### config.mk
export PLATFORM = sky130hd
export DESIGN_NAME = fixed_slot_key_value_store
export DESIGN_NICKNAME = d
export VERILOG_FILES = /design/src/fsks_pkg.sv /design/src/fsks_ctrl.sv /design/src/fsks_datapath.sv /design/src/fixed_slot_key_value_store.sv
export SDC_FILE = /design/constraint.sdc
export NUM_CORES = 2
export LEC_CHECK = 0
export BUFFER_PORTS_ARGS = -buffer_cell sky130_fd_sc_hd__buf_2
export CORE_MARGIN = 1.5
export CORE_UTILIZATION = 55
export CTS_CLUSTER_SIZE = 40
export DETAILED_ROUTE_END_ITERATION = 6
export PLACE_DENSITY = 0.71
export SYNTH_ARGS = -nofsm -noshare
export SYNTH_HDL_FRONTEND = slang
export SYNTH_SLANG_ARGS = --single-unit
### constraint.sdc
create_clock -name clk -period 43 [get_ports clk]
set_input_delay 8.6 -clock clk [delete_from_list [all_inputs] [get_ports clk]]
set_output_delay 8.6 -clock clk [all_outputs]
set_load 0.005 [all_outputs]
### src/fsks_pkg.sv
// Shared constants, codes and command struct for the fixed-slot key/value store.
// Used by fsks_ctrl, fsks_datapath, the top level and its checker.
package fsks_pkg;

  localparam int SLOTS      = 16;
  localparam int KEY_BITS   = 64;
  localparam int VALUE_BITS = 64;
  localparam int SLOT_W     = (SLOTS > 1) ? $clog2(SLOTS) : 1;

  localparam int CMD_W      = 2;
  localparam int KEY_IN_W   = 64;
  localparam int VALUE_IN_W = 64;
  localparam int STATUS_W   = 2;
  localparam int INDEX_W    = 4;

  typedef enum logic [CMD_W-1:0] {
    CMD_READ   = 2'd0,
    CMD_WRITE  = 2'd1,
    CMD_FORGET = 2'd2,
    CMD_CLEAR  = 2'd3
  } command_t;

  typedef enum logic [STATUS_W-1:0] {
    ST_OK        = 2'd0,
    ST_NOT_FOUND = 2'd1,
    ST_EXISTS    = 2'd2,
    ST_FULL      = 2'd3
  } status_t;

  typedef enum logic [1:0] {
    MARK_ERASED  = 2'd0,
    MARK_VALID   = 2'd1,
    MARK_DELETED = 2'd2,
    MARK_UNUSED  = 2'd3
  } mark_t;

  typedef struct packed {
    logic              load;
    logic              issue;
    logic [SLOT_W-1:0] addr;
    logic              commit;
  } dp_cmd_t;

endpackage

### src/fsks_ctrl.sv
// Controller state machine: takes a word, sweeps every slot, then commits.
// Depends on fsks_pkg for the command struct and slot count.
module fsks_ctrl (
  input  logic             clk,
  input  logic             rst,
  input  logic             in_valid,
  output logic             in_ready,
  output logic             out_valid,
  input  logic             out_ready,
  output fsks_pkg::dp_cmd_t dp_cmd
);

  typedef enum logic [1:0] {
    S_IDLE,
    S_SCAN,
    S_DRAIN,
    S_DONE
  } state_t;

  state_t                      state;
  logic [fsks_pkg::SLOT_W-1:0] cnt;
  logic                        commit;

  assign in_ready = (state == S_IDLE);
  assign commit   = (state == S_DONE) && (!out_valid || out_ready);

  always_comb begin
    dp_cmd.load   = in_valid && in_ready;
    dp_cmd.issue  = (state == S_SCAN);
    dp_cmd.addr   = cnt;
    dp_cmd.commit = commit;
  end

  always_ff @(posedge clk) begin
    if (rst) begin
      state     <= S_IDLE;
      cnt       <= '0;
      out_valid <= 1'b0;
    end else begin
      out_valid <= commit || (out_valid && !out_ready);
      case (state)
        S_IDLE: begin
          cnt <= '0;
          if (in_valid) begin
            state <= S_SCAN;
          end
        end
        S_SCAN: begin
          cnt <= cnt + 1'b1;
          if (cnt == fsks_pkg::SLOT_W'(fsks_pkg::SLOTS - 1)) begin
            state <= S_DRAIN;
          end
        end
        S_DRAIN: begin
          state <= S_DONE;
        end
        S_DONE: begin
          if (commit) begin
            state <= S_IDLE;
          end
        end
        default: begin
          state <= S_IDLE;
        end
      endcase
    end
  end

endmodule

### src/fsks_datapath.sv
// Datapath: slot marks, key and value memories, scan compare and result register.
// Depends on fsks_pkg; driven by fsks_ctrl through dp_cmd.
module fsks_datapath (
  input  logic                                 clk,
  input  logic                                 rst,
  input  fsks_pkg::dp_cmd_t                    dp_cmd,
  input  logic [fsks_pkg::CMD_W-1:0]           command,
  input  logic [fsks_pkg::KEY_IN_W-1:0]        key,
  input  logic [fsks_pkg::VALUE_IN_W-1:0]      value,
  output logic [fsks_pkg::STATUS_W-1:0]        status,
  output logic [fsks_pkg::INDEX_W-1:0]         slot_index,
  output logic [fsks_pkg::VALUE_IN_W-1:0]      read_value
);

  logic [fsks_pkg::KEY_BITS-1:0]   key_mem [fsks_pkg::SLOTS];
  logic [fsks_pkg::VALUE_BITS-1:0] val_mem [fsks_pkg::SLOTS];
  fsks_pkg::mark_t                 marks   [fsks_pkg::SLOTS];

  fsks_pkg::command_t              cmd_q;
  logic [fsks_pkg::KEY_BITS-1:0]   key_q;
  logic [fsks_pkg::VALUE_BITS-1:0] val_q;

  logic [fsks_pkg::KEY_BITS-1:0]   key_rd;
  logic [fsks_pkg::VALUE_BITS-1:0] val_rd;
  fsks_pkg::mark_t                 mark_rd;
  logic [fsks_pkg::SLOT_W-1:0]     addr_rd;
  logic                            cmp_vld;

  logic                            hit;
  logic [fsks_pkg::SLOT_W-1:0]     hit_idx;
  logic [fsks_pkg::VALUE_BITS-1:0] hit_val;
  logic                            free;
  logic [fsks_pkg::SLOT_W-1:0]     free_idx;

  logic                            wr_en;
  logic                            del_en;
  logic                            clr_en;
  fsks_pkg::status_t               status_next;
  logic [fsks_pkg::SLOT_W-1:0]     slot_next;
  logic                            rval_en;

  always_comb begin
    wr_en       = 1'b0;
    del_en      = 1'b0;
    clr_en      = 1'b0;
    rval_en     = 1'b0;
    status_next = fsks_pkg::ST_OK;
    slot_next   = '0;
    case (cmd_q)
      fsks_pkg::CMD_READ: begin
        if (hit) begin
          slot_next = hit_idx;
          rval_en   = 1'b1;
        end else begin
          status_next = fsks_pkg::ST_NOT_FOUND;
        end
      end
      fsks_pkg::CMD_WRITE: begin
        if (hit) begin
          status_next = fsks_pkg::ST_EXISTS;
          slot_next   = hit_idx;
        end else if (free) begin
          slot_next = free_idx;
          wr_en     = dp_cmd.commit;
        end else begin
          status_next = fsks_pkg::ST_FULL;
        end
      end
      fsks_pkg::CMD_FORGET: begin
        if (hit) begin
          slot_next = hit_idx;
          del_en    = dp_cmd.commit;
        end else begin
          status_next = fsks_pkg::ST_NOT_FOUND;
        end
      end
      default: begin
        clr_en = dp_cmd.commit;
      end
    endcase
  end

  // latch the word, then compare one slot per cycle behind the memory read
  always_ff @(posedge clk) begin
    if (dp_cmd.load) begin
      cmd_q <= fsks_pkg::command_t'(command);
      key_q <= key[fsks_pkg::KEY_BITS-1:0];
      val_q <= value[fsks_pkg::VALUE_BITS-1:0];
      hit   <= 1'b0;
      free  <= 1'b0;
    end else if (cmp_vld) begin
      if (!hit && mark_rd == fsks_pkg::MARK_VALID && key_rd == key_q) begin
        hit     <= 1'b1;
        hit_idx <= addr_rd;
        hit_val <= val_rd;
      end
      if (!free && mark_rd == fsks_pkg::MARK_ERASED) begin
        free     <= 1'b1;
        free_idx <= addr_rd;
      end
    end
    if (dp_cmd.issue) begin
      key_rd  <= key_mem[dp_cmd.addr];
      val_rd  <= val_mem[dp_cmd.addr];
      mark_rd <= marks[dp_cmd.addr];
      addr_rd <= dp_cmd.addr;
    end
    if (wr_en) begin
      key_mem[free_idx] <= key_q;
      val_mem[free_idx] <= val_q;
    end
    if (dp_cmd.commit) begin
      status     <= status_next;
      slot_index <= fsks_pkg::INDEX_W'(slot_next);
      read_value <= rval_en ? fsks_pkg::VALUE_IN_W'(hit_val) : '0;
    end
  end

  always_ff @(posedge clk) begin
    if (rst) begin
      cmp_vld <= 1'b0;
      for (int i = 0; i < fsks_pkg::SLOTS; i++) begin
        marks[i] <= fsks_pkg::MARK_ERASED;
      end
    end else begin
      cmp_vld <= dp_cmd.issue;
      if (clr_en) begin
        for (int i = 0; i < fsks_pkg::SLOTS; i++) begin
          marks[i] <= fsks_pkg::MARK_ERASED;
        end
      end else if (wr_en) begin
        marks[free_idx] <= fsks_pkg::MARK_VALID;
      end else if (del_en) begin
        marks[hit_idx] <= fsks_pkg::MARK_DELETED;
      end
    end
  end

endmodule

### src/fixed_slot_key_value_store.sv
// Top level of the fixed-slot key/value store: controller plus datapath.
// Depends on fsks_pkg, fsks_ctrl and fsks_datapath.
//
//   channel | handshake            | payload
//   --------+----------------------+-------------------------------
//   in      | in_valid / in_ready  | command, key, value
//   out     | out_valid/ out_ready | status, slot_index, read_value
//
// Each word is accepted, then read slot by slot through the single key/value
// memory read port, then the compare stage drains and the result is committed.
// The result sits in an output register, so the next word is accepted while it
// waits; a further result holds in commit until the output is taken. Reset
// marks every slot erased at once.
module fixed_slot_key_value_store (
  input  logic                            clk,
  input  logic                            rst,
  input  logic                            in_valid,
  output logic                            in_ready,
  input  logic [fsks_pkg::CMD_W-1:0]      command,
  input  logic [fsks_pkg::KEY_IN_W-1:0]   key,
  input  logic [fsks_pkg::VALUE_IN_W-1:0] value,
  output logic                            out_valid,
  input  logic                            out_ready,
  output logic [fsks_pkg::STATUS_W-1:0]   status,
  output logic [fsks_pkg::INDEX_W-1:0]    slot_index,
  output logic [fsks_pkg::VALUE_IN_W-1:0] read_value
);

  fsks_pkg::dp_cmd_t dp_cmd;

  fsks_ctrl u_ctrl (
    .clk       (clk),
    .rst       (rst),
    .in_valid  (in_valid),
    .in_ready  (in_ready),
    .out_valid (out_valid),
    .out_ready (out_ready),
    .dp_cmd    (dp_cmd)
  );

  fsks_datapath u_datapath (
    .clk        (clk),
    .rst        (rst),
    .dp_cmd     (dp_cmd),
    .command    (command),
    .key        (key),
    .value      (value),
    .status     (status),
    .slot_index (slot_index),
    .read_value (read_value)
  );

endmodule

==> results.ini <==
[outcome]
status = finished, final reports clean

[yosys]
ys_ff_latch = 2496
synthSimpleGateAreaFrac_pct = 1.252
synth_edf_count = 2486
synth_xor_area_share_pct = 0.5881
avgSynthCellArea_um2 = 25.37
ys_types = 41
synth-compound-area-share_pct = 0.2372
async_reset_ff_share_pct = 0
synth_flop_cell = edfxtp_1
syn-num-nets = 3778
ys_warn_count = 0
netlist_instances = 3639
ys_seq_area_share_pct = 81.07
syn_area_um2 = 92330
synth_top_family_by_area = multiplexers
synthMuxAreaShare_pct = 15.88
yosys.area_share.adder_pct = 0.06776

[power]
p_leak_nw = 31.58
power_frac_seq_pct = 54.5
pwr-share-clk_pct = 35.6
ir_worst_vdd_uv = 55.35
switchingPower_mw = 1.319
intPower_mw = 4.290
power_density_nw_per_um2 = 54.15
combPwrFrac_pct = 9.9
switching_share_pct = 23.52

[min_path]
hold_path_class = register to register

[final_layout]
instances_no_fill = 6384
nets = 4131
area_growth_pct = 12.18
drive_above_1_share_pct = 30.79
antennaDiodeCount = 0

[timing]
period_minus_slack_ns = 11.67
finClkSkew_ns = 0.05033
whs_ns = 0.4188
clock.fmax_mhz = 85.66
finalHoldViolCount = 0
setup_viol = 0
timing.slew.headroom_pct = 23.30
rsz0062_at_grt = false
finalSetupTns_ns = 0
fin_crit_sh_pct = 27.15
timing.final.max_slew_violations = 0
worst_pin_slew_ns = 1.146

[cts]
insertion_delay_ns = 0.88
clkSinkCount = 2496
cts_buffers = 232
clkTransAtPathRegs_ns = 0.06
cts_resized = 0
postCtsSetupRepairBufs = 0
cts_root_buffer = clkbuf_16
cts_tree = done
clock_path_buffers = 3
cts_hold_buf = 0
htree_levels = 4

[setup_path]
cp_max_fo = 44
crit_type = input port to register
crit_arrival_ns = 12.15
worstSetupStartpointType = input port
cp.required_ns = 43.47
crit_path_end_kind = register

[routing]
first_pass_iters = 5
drc = 0
wl_per_cell_um = 30.53
routed_wirelength_um = 194900
vias = 40040
via_per_inst = 6.272
drt_iter0_drc = 4890
detail-route-antenna-nets = 0

[floorplanning]
row_count = 150
core_um2 = 166800
fp.dieH_um = 412.7
die_w_um = 412.7
start_util_pct = 55.34
ios = 206
dieArea_um2 = 170300

[global_route]
first_global_vias = 41330
grt_max_degree = 111
grt_first_pass_wirelength_um = 285800
grt_usage_pct = 23.50
antenna_found_initial = 13
grt_overflow = 0

[placed_design]
hpwl_um = 99210
place_congestion = 0.7596
dp.cells = 5962
port_buffers = 205

[run]
maxCapViolCount = 0

-- routing by layer --
metal / global-route usage, % / vias up / wire [um]
met3: 4.255 / 297 / 15070
li1: - / 16310 / -
met4: 6.028 / 6 / 4158
met1: 34.89 / 21680 / 81080
met2: 36.79 / 1746 / 94550
met5: 0 / - / 42
-- power by group through the flow --
| stage | logic [mW] | clock network (mW) | registers (mW) |
|---|---|---|---|
| finish | 0.553 | 2.00 | 3.06 |
| global route | 0.595 | 2.12 | 3.08 |
| CTS | 0.568 | 2.03 | 3.06 |
| detailed placement | 0.565 | 0 | 3.11 |
| global placement | 0.562 | 0 | 3.10 |
| floorplan | 0.427 | 0 | 3.04 |
-- critical path, stage by stage --
cell and delay (ns):
buf_2 0.07, nor2b_1 0.07, nand2b_1 0.29, inv_4 0.25, nand4b_1 0.38, nor2_4 0.90
buf_4 0.80, buf_4 0.72
-- logic make-up (layout without fill, tap and decap cells) --
kind of cell    count (synthesis)  after routing
flops                        2496           2496
mux                           652            652
simple gates                  221            221
buf+inv                       173            714
xor+xnor                       62             62
compound gates                 30             30
fa+ha+maj                       5              5
-- cells in the mapped netlist (6+ instances only) --
library cell  instances  area (um^2)
a21oi_1               9        45.04
and2_1               64        400.4
buf_1                19        71.32
buf_2                41        205.2
buf_4                24        180.2
buf_6                 6        67.56
clkbuf_1             74        277.8
dfxtp_1              10        200.2
edfxtp_1           2486        74650
inv_1                 9        33.78
mux4_2              650        14640
nand2_1              39        146.4
nand2b_1              6        37.54
nand3_1               6        30.03
nand4_1              16        100.1
nor2_1               55        206.5
nor3_1               12        60.06
xnor2_1              53        464.2
xor2_1                9        78.83
-- layout make-up --
| class | instances | area, um^2 |
|---|---|---|
| clock inverters | 141 | 1394 |
| clock buffers | 281 | 6021 |
| fillers | 10850 | 63270 |
| multi-input cells | 970 | 16780 |
| flip-flops and latches | 2496 | 74870 |
| repair buffers | 283 | 1712 |
| well taps | 2204 | 2758 |
| inverters | 9 | 43.79 |
-- sequential cells by signal (all words and copies together), names as in the netlist, 64 cells and up --
signal	cells
u_datapath.val_q	64
u_datapath.hit_val	64
u_datapath.read_value	64
u_datapath.key_mem	1024
u_datapath.key_rd	64
u_datapath.key_q	64
u_datapath.val_mem	1024
u_datapath.val_rd	64
-- placed cells by master, fill, tap and decap left out, types with 7 or more instances in the layout --
master and count:
a21oi_1 9, and2_1 64, buf_12 8, buf_2 205
buf_4 70, bufinv_16 20, clkbuf_1 47, clkbuf_16 233
clkinv_1 49, clkinv_2 45, clkinvlp_4 9, edfxtp_1 2486
inv_1 7, mux4_2 650, nand2_1 39, nand4_1 16
nor2_1 43, nor2_4 12, nor3_1 7, xnor2_1 53
xor2_1 9
-- final timing paths --
kind                                             from  cells past startpoint  slack [ns]                  endpoint
worst max-delay path                        out_ready                      8       31.33  u_datapath.val_mem[5][4]
worst min-delay path            u_datapath.val_rd[41]                      0        0.42    u_datapath.hit_val[41]
worst max register to register          u_ctrl.cnt[0]                      6       37.60     u_datapath.val_rd[15]
worst min register to register  u_datapath.val_rd[41]                      0        0.42    u_datapath.hit_val[41]
-- per-stage QoR --
step | setup WS, ns | util, % | power (mW) | cell area (um^2)
after floorplan | 22.81 | - | 3.470 | 92330
after global placement | 30.42 | 57.63 | 3.661 | 96150
after detailed placement | 30.37 | 57.63 | 3.674 | 96150
after CTS | 31.30 | 62.07 | 5.654 | 103600
after global routing | 31.13 | 62.08 | 5.793 | 103600
final | 31.33 | 62.08 | 5.609 | 103600
No activity file was read; power rests on OpenSTA's default activity.
